File: src/lsqovc_pkg.sv
package lsqovc_pkg;

  localparam int ENTRIES    = 32;
  localparam int WORD_SHIFT = 3;
  localparam int ADDR_W     = 32;
  localparam int WORD_W     = ADDR_W - WORD_SHIFT;
  localparam int IDX_W      = (ENTRIES > 1) ? $clog2(ENTRIES) : 1;
  localparam int RED_N      = 1 << IDX_W;
  localparam int LVL_W      = $clog2(IDX_W + 1);

  localparam logic [1:0] OP_INSERT  = 2'd0;
  localparam logic [1:0] OP_EXECUTE = 2'd1;
  localparam logic [1:0] OP_REMOVE  = 2'd2;

  typedef logic [IDX_W-1:0] idx_t;

  typedef struct packed {
    logic [1:0]  opcode;
    logic [15:0] inst_id;
    logic [31:0] address;
    logic [31:0] pc;
    logic        is_store;
  } in_word_t;

  typedef struct packed {
    logic        violation;
    logic [15:0] violating_id;
    logic        forwarded;
    logic        queue_full;
  } out_word_t;

  typedef struct packed {
    logic item_load;
    logic find;
    logic cmp;
    logic red_step;
    logic out_load;
  } ctrl_cmd_t;

  typedef struct packed {
    logic exec_hit;
  } dp_status_t;

  typedef enum logic [4:0] {
    S_IDLE = 5'b00001,
    S_FIND = 5'b00010,
    S_CMP  = 5'b00100,
    S_RED  = 5'b01000,
    S_DONE = 5'b10000
  } state_t;

endpackage

File: src/lsqovc_ctrl.sv
module lsqovc_ctrl (
  input  logic                   clk,
  input  logic                   rst_n,
  input  logic                   in_valid,
  output logic                   in_stall,
  input  logic                   out_free,
  input  lsqovc_pkg::dp_status_t status,
  output lsqovc_pkg::ctrl_cmd_t  cmd
);
  import lsqovc_pkg::*;

  state_t           state_r, state_nxt;
  logic [LVL_W-1:0] lvl_r, lvl_nxt;

  assign in_stall = (state_r != S_IDLE);

  always_comb begin
    state_nxt = state_r;
    lvl_nxt   = lvl_r;
    cmd       = '0;
    unique case (state_r)
      S_IDLE: begin
        if (in_valid) begin
          cmd.item_load = 1'b1;
          state_nxt     = S_FIND;
        end
      end
      S_FIND: begin
        cmd.find  = 1'b1;
        state_nxt = status.exec_hit ? S_CMP : S_DONE;
      end
      S_CMP: begin
        cmd.cmp   = 1'b1;
        lvl_nxt   = '0;
        state_nxt = S_RED;
      end
      S_RED: begin
        cmd.red_step = 1'b1;
        lvl_nxt      = lvl_r + LVL_W'(1);
        if (lvl_r == LVL_W'(IDX_W - 1)) begin
          state_nxt = S_DONE;
        end
      end
      S_DONE: begin
        if (out_free) begin
          cmd.out_load = 1'b1;
          state_nxt    = S_IDLE;
        end
      end
      default: begin
        state_nxt = S_IDLE;
      end
    endcase
  end

  always_ff @(posedge clk) begin
    if (!rst_n) begin
      state_r <= S_IDLE;
      lvl_r   <= '0;
    end else begin
      state_r <= state_nxt;
      lvl_r   <= lvl_nxt;
    end
  end

`ifndef SYNTHESIS
  a_accept_to_find: assert property (@(posedge clk) disable iff (!rst_n)
    (in_valid && !in_stall) |=> (state_r == S_FIND))
    else $error("accepted word did not move to lookup");

  a_red_bound: assert property (@(posedge clk) disable iff (!rst_n)
    (state_r == S_RED) |-> (lvl_r < LVL_W'(IDX_W)))
    else $error("reduction level out of range");

  a_cmp_after_find: assert property (@(posedge clk) disable iff (!rst_n)
    (state_r == S_CMP) |-> ($past(state_r) == S_FIND && $past(status.exec_hit)))
    else $error("compare entered without a lookup hit");
`endif

endmodule

File: config.mk
export PLATFORM = sky130hd
export DESIGN_NAME = lsqovc_ctrl
export DESIGN_NICKNAME = d
export VERILOG_FILES = /design/src/lsqovc_pkg.sv /design/src/lsqovc_ctrl.sv
export SDC_FILE = /design/constraint.sdc
export NUM_CORES = 1
export LEC_CHECK = 0
export BUFFER_PORTS_ARGS = -buffer_cell sky130_fd_sc_hd__buf_2
export CAP_MARGIN = 20
export CORE_AREA = 2 2 39 41
export CTS_BUF_LIST = sky130_fd_sc_hd__clkbuf_2 sky130_fd_sc_hd__clkbuf_4 sky130_fd_sc_hd__clkbuf_8
export DETAILED_ROUTE_END_ITERATION = 16
export DIE_AREA = 0 0 41 43
export GPL_TIMING_DRIVEN = 0
export PLACE_DENSITY = 0.62
export SLEW_MARGIN = 20
export SYNTH_ARGS = -nofsm -noshare
export SYNTH_HDL_FRONTEND = slang
export SYNTH_SLANG_ARGS = --single-unit
File: constraint.sdc
create_clock -name clk -period 1.2 [get_ports clk]
set_input_delay 0.12 -clock clk [delete_from_list [all_inputs] [get_ports clk]]
set_output_delay 0.12 -clock clk [all_outputs]
set_load 0.01 [all_outputs]
==> results.json <==
{
  "grtUsageTotal": 0.158,
  "yosysSeqAreaShare": 0.320,
  "dieArea_sq_um": 1760,
  "maxCapViolations": 0,
  "crit_type": "register to output pin",
  "grt_overflow_total": 0,
  "violations": "setup timing",
  "leakage_nw": 0.331,
  "max-vdd-ir-drop_mv": 0.560,
  "cp_max_fo": 4,
  "status": "finished, violations left",
  "drc_errors": 0,
  "die_h_um": 43,
  "grt_pass1_wl_um": 1810,
  "slew_headroom": 0.799,
  "viasPerCell": 4.92,
  "clk_latency_ns": 0.25,
  "antennaDiodeCount": 0,
  "finClkSkew_ns": 0.00185,
  "syn_area_sq_um": 500,
  "synth_seq_cells": 8,
  "worst_setup_path_end_kind": "output pin",
  "max_freq_mhz": 764,
  "final_hold_viol_count": 0,
  "final.period_utilization": 1.09,
  "clk_pin_slew_worst_paths_ns": 0.05,
  "layout.nets": 85,
  "critPathLaunchType": "register",
  "row_count": 14,
  "io_pins": 11,
  "portBuffers": 10,
  "hpwl_um": 692,
  "tightest_slew_ns": 0.301,
  "power_density_nw_per_um2": 863,
  "synth_top_area_frac": 0.320,
  "yosys_warnings": 0,
  "cts_buffers": 3,
  "final_cell_mix": "7 x buf_2, 6 x buf_6, 6 x buf_4",
  "grt_max_degree": 7,
  "drive_above_1_share": 0.618,
  "critPathSlowestCell": "dfxtp_4",
  "drt-total-wl_um": 1150,
  "synth_area_leaders": "dfxtp_1 32%, and3_1 5.0%, ha_1 5.0%",
  "wl_per_cell_um": 12.5,
  "setup_viol": 5,
  "crit_arrival_ns": 1.19,
  "cts_tree": "done",
  "required_ns": 1.08,
  "layout_commonest_cell": "buf_2",
  "path_cells": "nor3_4, and4b_2, buf_6",
  "routabilityCongestion": 0.672,
  "yosysUniqueCellTypes": 27,
  "avgSynthCellArea_sq_um": 8.94,
  "vias": 453,
  "rsz0062_at_grt": "true",
  "fillers": 136,
  "fin_ws_ns": -0.108,
  "min_period_ns": 1.31,
  "synth_cells": 56,
  "area_growth_pct": 46.7,
  "start_util": 0.362,
  "power_mw": 0.634,
  "cpPeakStageDelay_ns": 0.36,
  "maxSlewViolCount": 0,
  "synth_top_cell_by_area": "dfxtp_1",
  "antenna_left": 0,
  "cts_root_buffer": "clkbuf_4",
  "core_area_sq_um": 1380,
  "clockBufferDepth": 2,
  "cts.sinks": 8,
  "antenna_found_initial": 0,
  "hold_path_class": "input port to register",
  "dr.pass1.iters": 5,
  "ff_latch_area_sq_um": 179,
  "die_w_um": 41,
  "syn_nets": 63,
  "first_iter_violations": 2,
  "dp_slack_ns": -0.0539,
  "first_global_vias": 457,
  "htree_levels": 1,
  "multi_input_area_sq_um": 347
}
## worst max-delay path: cells and delay by family, from the launching register on
kind	cells	cell delay, ns
flops	1	0.36
buf+inv	1	0.10
simple gates	2	0.47
## power by group
part           switching [mW]  total [mW]  internal [mW]
Sequential             0.0146       0.282          0.268
Combinational          0.0658       0.141         0.0750
Clock                  0.0957       0.210          0.115
Total                   0.176       0.634          0.458
## timing repair
action,CTS,global route
hold buffers,0,0
pin swaps,6,11
setup buffers,7,2
resized for setup,17,12
endpoints found under the setup margin,8,8
## kinds of logic (layout without fill, tap and decap cells)
group | after synthesis | count (layout) | synth area share
simple gates | 26 | 26 | 0.333
mux | 1 | 1 | 0.0200
compound gates | 10 | 10 | 0.160
fa+ha+maj | 2 | 2 | 0.0500
flops | 8 | 8 | 0.320
xor+xnor | 2 | 2 | 0.0350
buf+inv | 7 | 27 | 0.0825
## sequential cells by signal, indices dropped and copies added, names as in the netlist
name / cells
lvl_r: 3
state_r: 5
## layer usage
layer / track usage / part of all wire / vias to the layer above
li1: - / - / 235
met1: 0.179 / 0.41 / 202
met2: 0.231 / 0.52 / 12
met3: 0.0524 / 0.044 / 4
met4: 0.120 / 0.029 / 0
met5: 0 / 0 / -
## final timing paths
path,from,to,slack (ns),cells past startpoint
hold / removal,rst_n,state_r[1],0.15,2
setup reg to reg,state_r[0],lvl_r[2],-0.07,6
setup / recovery,state_r[0],cmd[0],-0.11,3
hold reg to reg,lvl_r[0],lvl_r[0],0.48,2
## through the flow
stage / std cells / setup TNS [ns] / cell area (sq um) / hold slack [ns] / utilization
after CTS: 90 / -0.298 / 678 / 0.0967 / 0.490
after global placement: 82 / -0.0423 / 571 / 0.368 / 0.412
after global routing: 92 / -0.669 / 734 / 0.154 / 0.531
after floorplan: 56 / 0 / 500 / 0.242 / -
final: 92 / -0.264 / 734 / 0.146 / 0.531
after detailed placement: 82 / -0.0952 / 571 / 0.367 / 0.412
## area by class of cell
| class | instances | area share |
|---|---|---|
| Inverter | 5 | 0.0256 |
| Clock buffer | 3 | 0.0307 |
| Timing Repair Buffer | 19 | 0.201 |
| Sequential cell | 8 | 0.244 |
| Multi-Input combinational cell | 41 | 0.472 |
| Tap cell | 16 | 0.0273 |
## synthesized netlist by cell type (all sizes together)
| master | number |
|---|---|
| nand2 | 5 |
| nor3b | 1 |
| and3 | 4 |
| ha | 2 |
| buf | 2 |
| a21boi | 4 |
| dfxtp | 8 |
| and4b | 1 |
| o31ai | 1 |
| xnor2 | 1 |
| nand3 | 5 |
| nor2b | 1 |
| xor2 | 1 |
| inv | 5 |
| mux2i | 1 |
| nor2 | 6 |
| o21ai | 2 |
| o21a | 2 |
| nor3 | 2 |
| o41ai | 1 |
| and2 | 1 |
No activity file was read; power rests on OpenSTA's default activity.
